### src/rtl/core/tpo_pkg.sv
// Shared codes, limits and types for the tape playback oscillator.
`default_nettype none

package tpo_pkg;

	// func field codes
	localparam logic [1:0] FUNC_LOAD   = 2'd0;
	localparam logic [1:0] FUNC_TICK   = 2'd1;
	localparam logic [1:0] FUNC_REWIND = 2'd2;

	// configuration register indexes
	localparam logic [2:0] CFG_BUFFER_FRAMES = 3'd0;
	localparam logic [2:0] CFG_CHANNEL_COUNT = 3'd1;
	localparam logic [2:0] CFG_LOOP_RANGE    = 3'd2;
	localparam logic [2:0] CFG_START_OFFSET  = 3'd3;
	localparam logic [2:0] CFG_SPEED         = 3'd4;

	// largest value a 13-bit frame count register can hold
	localparam int CFG_FRAMES_MAX = 8191;
	// integer bits of the Q13.16 speed register (29 bits wide)
	localparam int SPEED_INT_W = 13;

	typedef struct packed {
		logic busy;
		logic done;
	} mod_sts_t;

endpackage

`default_nettype wire

### src/rtl/core/tpo_modulo.sv
// Iterative remainder unit: one dividend bit per cycle, restoring subtract.
`default_nettype none

module tpo_modulo #(
	parameter int NUM_W = 14,
	parameter int DIV_W = 13
) (
	input  wire logic              clk,
	input  wire logic              arst_n,
	input  wire logic              start,
	input  wire logic [NUM_W-1:0]  dividend,
	input  wire logic [DIV_W-1:0]  divisor,
	output tpo_pkg::mod_sts_t      sts,
	output logic      [DIV_W-1:0]  rem
);
	import tpo_pkg::*;

	localparam int CW = $clog2(NUM_W + 1);

	logic             busy_q;
	logic             done_q;
	logic [CW-1:0]    cnt_q;
	logic [DIV_W-1:0] rem_q;
	logic [NUM_W-1:0] dvd_q;
	logic [DIV_W-1:0] div_q;

	logic [DIV_W:0]   shifted;
	logic [DIV_W:0]   trial;
	logic [DIV_W-1:0] rem_nxt;

	always_comb begin
		shifted = {rem_q, dvd_q[NUM_W-1]};
		trial   = shifted - {1'b0, div_q};
		// remainder stays below the divisor, so the result fits DIV_W bits
		if (shifted >= {1'b0, div_q}) begin
			rem_nxt = trial[DIV_W-1:0];
		end else begin
			rem_nxt = shifted[DIV_W-1:0];
		end
	end

	always_ff @(posedge clk or negedge arst_n) begin
		if (!arst_n) begin
			busy_q <= 1'b0;
			done_q <= 1'b0;
			cnt_q  <= '0;
		end else begin
			done_q <= 1'b0;
			if (busy_q) begin
				cnt_q <= cnt_q - CW'(1);
				if (cnt_q == CW'(1)) begin
					busy_q <= 1'b0;
					done_q <= 1'b1;
				end
			end else if (start) begin
				busy_q <= 1'b1;
				cnt_q  <= CW'(NUM_W);
			end
		end
	end

	always_ff @(posedge clk) begin
		if (busy_q) begin
			rem_q <= rem_nxt;
			dvd_q <= dvd_q << 1;
		end else if (start) begin
			rem_q <= '0;
			dvd_q <= dividend;
			div_q <= divisor;
		end
	end

	assign sts.busy = busy_q;
	assign sts.done = done_q;
	assign rem      = rem_q;

endmodule

`default_nettype wire

### config.mk
export PLATFORM = sky130hd
export DESIGN_NAME = tpo_modulo
export DESIGN_NICKNAME = d
export VERILOG_FILES = /design/src/rtl/core/tpo_pkg.sv /design/src/rtl/core/tpo_modulo.sv
export SDC_FILE = /design/constraint.sdc
export NUM_CORES = 1
export LEC_CHECK = 0
export BUFFER_PORTS_ARGS = -buffer_cell sky130_fd_sc_hd__buf_4
export CAP_MARGIN = 15
export CORE_MARGIN = 1
export CORE_UTILIZATION = 58
export CTS_BUF_LIST = sky130_fd_sc_hd__clkbuf_4
export DETAILED_ROUTE_END_ITERATION = 12
export HOLD_SLACK_MARGIN = 0.12
export PLACE_DENSITY_LB_ADDON = 0.05
export SLEW_MARGIN = 0
export SYNTH_ARGS = -nofsm -noshare
export SYNTH_HDL_FRONTEND = slang
export SYNTH_SLANG_ARGS = --single-unit
export TNS_END_PERCENT = 100
### constraint.sdc
create_clock -name clk -period 2.7 [get_ports clk]
set_input_delay 0.54 -clock clk [delete_from_list [all_inputs] [get_ports clk]]
set_output_delay 0.54 -clock clk [all_outputs]
set_load 0.005 [all_outputs]
After elaboration in Yosys (flattened, before gate mapping)
Index checks and enable logic that the tools add are counted. W data, S select, Z words.

$add $sub $neg: 2. Magnitude comparators: 1. Equality and inequality tests: 1. Muxes and demuxes: 12. Bitwise logic cells: 1. Reductions and logical operators: 2.

Operators by type and width (number): $mux W13 (3); $mux W14 (2); $ge A14 B13 Y1 (1); $sub A13 B13 Y13 (1); $mux W4 (2); $mux W1 (5); $eq A4 B1 Y1 const B (1); $sub A4 B1 Y4 const B (1); $reduce_and A2 Y1 (1); $reduce_bool A2 Y1 (1); $not A1 Y1 (1).

Flip-flop bits (word level): 46. Bits of input ports: 30. Output and inout port bits: 15. Word-level logic and storage cells: 26.

Longest topological paths before layout
Word-level depth: 3. Depth in mapped cells: 10. Mapped depth without buffers: 9.

Worst setup path after synthesis
OpenSTA, ideal clock, no wires.

Kind: flip-flop to flip-flop. From: reg rem_q[3], in the netlist rem[3]. To: reg rem_q[11], in the netlist rem[11] (data pin). Setup time: 0.146 ns. Data arrival time: 2.082 ns. Required time: 2.554 ns. Slack: 0.472 ns. Stages on the path, launching flop included: 8. Buffers on the path: 0. Clock period less this slack: 2.228 ns. Cells stage by stage: edfxtp_1 -> ha_1 -> a21o_1 -> a221o_1 -> or4b_1 -> nand4_1 -> o21ai_1 -> a21oi_1.

Cells in the longest elaborated chain, start to end: 3. Elaborated cells on any way between the ends: 4.

RTL lines: start, declared (line tpo_modulo.sv:23) `logic [DIV_W-1:0] rem_q;`; start signal, assigned (line tpo_modulo.sv:64) `rem_q <= rem_nxt;`; $sub A13 B13 Y13 / $ge A14 B13 Y1 (equally long branches) (line tpo_modulo.sv:33, tpo_modulo.sv:35); $mux W13 * (line tpo_modulo.sv:35) `if (shifted >= {1'b0, div_q}) begin`; $mux W13 * (line tpo_modulo.sv:63) `if (busy_q) begin`.

Every way passes the cells marked *; elsewhere a longest branch is shown, timed or not. A chain may end at the register's enable or synchronous reset.

Worst setup path after layout
From: reg dvd_q[13]. To: reg rem_q[6], in the netlist rem[6] (data pin).

Cells in the longest elaborated chain, start to end: 3. Elaborated cells on any way between the ends: 4.

RTL lines: start, declared (line tpo_modulo.sv:24) `logic [NUM_W-1:0] dvd_q;`; start signal, assigned (line tpo_modulo.sv:65) `dvd_q <= dvd_q << 1;`; start signal, assigned (line tpo_modulo.sv:68) `dvd_q <= dividend;`; $sub A13 B13 Y13 / $ge A14 B13 Y1 (equally long branches) (line tpo_modulo.sv:33, tpo_modulo.sv:35); $mux W13 * (line tpo_modulo.sv:35); $mux W13 * (line tpo_modulo.sv:63).

Marked as above.

==> impl_results.md <==
- Status: completed
- Worst skew pair latency: about 370 ps
- Ports: 45
- Worst Hold Depth: 1
- Area growth from synthesis to final layout: 16.0%
- Num Clock Sinks: 46
- First-pass iteration count of the detailed router: 4
- Fraction of synthesized cell area taken by the top area cell type: around 44%
- Number of synthesis warnings: 0
- Total number of placement rows: 24
- Startpoint of the most critical hold path: divisor[1]
- Final max-slew violation count: 0
- Share of layout cells above drive strength 1: between 20% and 30%
- Number of design-rule violations left by the first detailed-router iteration: 101
- Switching portion of total power: between 30 and 40%
- Fmax: around 400 MHz
- Fraction of power consumed by combinational cells: 53.2%
- Total wire length: 5200 um
- Maximum capacitance violations: 0
- Setup crit start kind: flop
- Initial standard-cell utilization of the core: slightly above 60%
- Number of buffers created by CTS: 5
- Core area: between 0.004 and 0.005 mm^2
- Fill cell total of the finished layout: approximately 330
- Final weighted congestion in routability-driven placement: 0.841
- Worst hold path endpoint: div_q[1]
- Number of distinct library cells after synthesis: 63
- Number of resized instances in the post-cts repair step: 0
- Register-to-register path setup slack: 170 ps
- First-pass GRT wire length: between 8000 and 9000 um
- Final ANT Viol Nets: 0
- Sequential cell fraction of total power: a little over a third
- Area of the multi-input gates: 0.00114 mm^2
- RSZ-0062 raised after global routing: no
- Worst ir drop on vdd: between 0.5 and 0.6 mV
- Setup Viol. Count Final: 0
- Sum of internal, switching and leakage power: roughly 3.7 mW
- Overall die area: 0.00490 mm^2
- Count of unresolved DRC violations after routing: 0
- Clock tree from TritonCTS: yes
- Antenna violations before repair: 0
- Average vias per placed instance: approximately 6.0
- Floorplan die height: ~70 um
- Critical path's slowest cell: sky130_fd_sc_hd__fa_1
- Worst slew margin relative to its limit: 65.8%
- Overall routing resource usage: 23.4%
- Worst R2R End: rem[6]
- Total internal power: about 2.3 mW
- Worst-Margin Slew: 512 ps
- Global route overflow: 0
- Cell type with the highest aggregate area in the netlist: sky130_fd_sc_hd__edfxtp_1
- Critical-path cell list: inv_1 -> ha_1 -> fa_1 -> nor2b_1 -> o211ai_1 -> a21oi_2 -> o2111ai_1 -> buf_4 -> a211o_1 -> a21oi_1
- Post-CTS Setup Inserts: 0
- Class of the most critical setup path: reg -> reg
- Critical path's top delay family: compound AO/OA/AOI/OAI gates
- WL per Instance: around 16 um
- Mean cell area of the mapped netlist: roughly 11 um^2
- Top_reg_cell synth: sky130_fd_sc_hd__edfxtp_1
- Worst reg2reg path depth: 10
- Sequential-to-total area share from yosys stat: between 40% and 50%
- Part of the power in the clock network: 11.8%
- Clock period minus worst slack: between 2000 and 3000 ps
- Critical Path AT: 2750 ps
- Net total in the final layout: 327
- Synthesized netlist net count: approximately 280
- Sequential cell area in the final layout: 0.00134 mm^2
- Switch Pwr: about 1.4 mW
- Crit path buffers/inverters: 2
- Endpoint kind of the worst setup timing path: flop
- Cell area after synthesis: around 0.0027 mm^2
- Required time of the critical path: slightly below 3000 ps
- Fraction of registers with async set/reset: roughly an eighth
- Non-Filler Cell Area, Final: just over 0.003 mm^2
- P_leak: 1.36 nW
- Number of buffer cells added on primary ports: between 40 and 50
- Register clock-pin slew on the reported worst setup and hold paths: 140 ps
- Largest cells by area after synthesis: sky130_fd_sc_hd__edfxtp_1 44%, sky130_fd_sc_hd__ha_1 7.0%, sky130_fd_sc_hd__dfrtp_1 5.6%, sky130_fd_sc_hd__a22o_1 4.2%, sky130_fd_sc_hd__a21oi_1 3.4%
- Number of diodes: 0
- Sum Neg Setup Slack: 0 ps
- Maximum number of pins on one net before global-route repair: 27
- Maximum fanout along the worst path: 11
- HPWL Detailed: approximately 3600 um
- H-tree levels: 2
- Ratio of final minimum period to clock period: between 90% and 100%
- Routed vias: just under 2k
- Vias in the first global route: between 1.5k and 2k
- Worst Clk Skew: between 10 and 15 ps
- Instance count after placement with tap cells included: 325
- Clock root buffer: sky130_fd_sc_hd__clkbuf_4
- Worst stage delay on the critical path: 400 ps
- Number of cells produced by synthesis: ~240
- Bufs on Longest Clock Path: 2
- Total of flip-flops plus latches after synthesis: 46
- Dpl cell area: approximately 0.0030 mm^2
- Hold violation count in the final report: 0
- Reg2reg start: dvd_q[13]
- Worst hold-check path type: in -> reg
- Die width: around 70 um
- Power Density: between 1000 and 1500 mW/mm^2
- Number of synthesized flops with an enable pin: 39
- Count of placed standard cells in the final layout, fillers left out: between 300 and 400
[kinds of logic after synthesis]
kind of cell	after synthesis	synth area share [%]
AOI/OAI and AO/OA	76	20.7
and+or+nand+nor	52	10.2
DFF	46	50.0
buffers and inverters	34	7.55
adders and majority gates	16	7.74
xor gates and xnor gates	7	2.28
muxes	4	1.54
[Yosys cell counts (all sizes together), types with 2 or more instances]
master and n:
edfxtp 39, inv 21, a21oi 19, ha 15, a22o 13, o21ai 11, nand3 10, nor2 10
nand2 7, buf 6, dfrtp 6, nor3 6, xnor2 6, clkbuf 5, a211oi 4, a21o 4
nand2b 4, o211ai 4, mux2i 3, nor2b 3, o2111ai 3, a211o 2, a311oi 2, and2 2
and3 2, o311ai 2, or3 2
[layout make-up]
class	count	share of cell area (%)
Inverter	21	2.53
Multi-Input combinational cell	155	36.7
Timing Repair Buffer	52	13.0
Clock inverter	2	1.17
Tap cell	52	2.09
Sequential cell	46	43.1
Clock buffer	6	1.45
[power by group through the flow]
stage / Sequential, mW / Combinational [mW] / Clock [mW]
final: 1.29 / 1.96 / 0.434
after global routing: 1.32 / 2.21 / 0.465
after CTS: 1.29 / 1.96 / 0.440
after detailed placement: 1.30 / 1.94 / 0
after global placement: 1.30 / 1.91 / 0
after floorplan: 1.27 / 1.50 / 0
[through the flow]
| step | util, % | hold WS [ps] | setup slack [ps] |
|---|---|---|---|
| finish | 70.5 | 334 | 172 |
| floorplan | - | 244 | 472 |
| global route | 70.5 | 318 | 2.12 |
| detailed placement | 68.5 | 350 | 220 |
| CTS | 70.5 | 328 | 192 |
| global placement | 68.5 | 349 | 300 |
[state kept, by name, indices dropped and copies added, names as in the netlist]
signal,count
div_q,13
cnt_q,4
done_q,1
rem,13
busy_q,1
dvd_q,14
[worst reg2reg max path, cell delays in order (launching register included)]
cell                        delay [ps]
sky130_fd_sc_hd__edfxtp_1          380
sky130_fd_sc_hd__inv_1              50
sky130_fd_sc_hd__ha_1              210
sky130_fd_sc_hd__fa_1              400
sky130_fd_sc_hd__nor2b_1           170
sky130_fd_sc_hd__o211ai_1          130
sky130_fd_sc_hd__a21oi_2           240
sky130_fd_sc_hd__o2111ai_1         170
sky130_fd_sc_hd__buf_4             220
sky130_fd_sc_hd__a211o_1           270
sky130_fd_sc_hd__a21oi_1           140
[worst max-delay path by stage]
stage,cells after the start,startpoint,slack [ps],to
2_1_floorplan,7,rem[3],470,rem[11]
3_3_place_gp,10,dvd_q[13],300,rem[6]
3_5_place_dp,10,dvd_q[13],220,rem[6]
4_1_cts,10,dvd_q[13],190,rem[6]
5_1_grt,10,dvd_q[13],2,rem[6]
6_report,10,dvd_q[13],170,rem[6]
[timing repair]
item,CTS,global route
endpoints found under the setup margin,0,1
endpoints found under the hold margin,6,0
hold buffers,1,0
[routing by layer]
layer  vias to the layer above  track usage, %  share of wire [%]
li1                        975               -                  -
met1                       947            30.9                 43
met4                         0            8.44                2.1
met2                        56            38.8                 51
met5                         -               0                  0
met3                        10            4.33                4.4
[layout by cell type, fill, tap and decap left out, types with 2 or more instances in the layout]
| master | count |
|---|---|
| sky130_fd_sc_hd__nand3_1 | 10 |
| sky130_fd_sc_hd__nor2b_1 | 2 |
| sky130_fd_sc_hd__a21o_2 | 2 |
| sky130_fd_sc_hd__dfrtp_1 | 6 |
| sky130_fd_sc_hd__a311oi_1 | 2 |
| sky130_fd_sc_hd__a22o_1 | 13 |
| sky130_fd_sc_hd__mux2i_1 | 3 |
| sky130_fd_sc_hd__inv_1 | 20 |
| sky130_fd_sc_hd__or3_1 | 2 |
| sky130_fd_sc_hd__o211ai_1 | 4 |
| sky130_fd_sc_hd__o21ai_0 | 2 |
| sky130_fd_sc_hd__nand2b_1 | 4 |
| sky130_fd_sc_hd__clkbuf_4 | 6 |
| sky130_fd_sc_hd__a21oi_1 | 18 |
| sky130_fd_sc_hd__buf_4 | 50 |
| sky130_fd_sc_hd__ha_1 | 15 |
| sky130_fd_sc_hd__nor2_1 | 10 |
| sky130_fd_sc_hd__o2111ai_1 | 3 |
| sky130_fd_sc_hd__edfxtp_1 | 39 |
| sky130_fd_sc_hd__a211oi_1 | 3 |
| sky130_fd_sc_hd__o21ai_1 | 9 |
| sky130_fd_sc_hd__a21o_1 | 2 |
| sky130_fd_sc_hd__nand2_1 | 7 |
| sky130_fd_sc_hd__nor3_1 | 6 |
| sky130_fd_sc_hd__xnor2_1 | 6 |
Power figures use the tool's default switching activity.
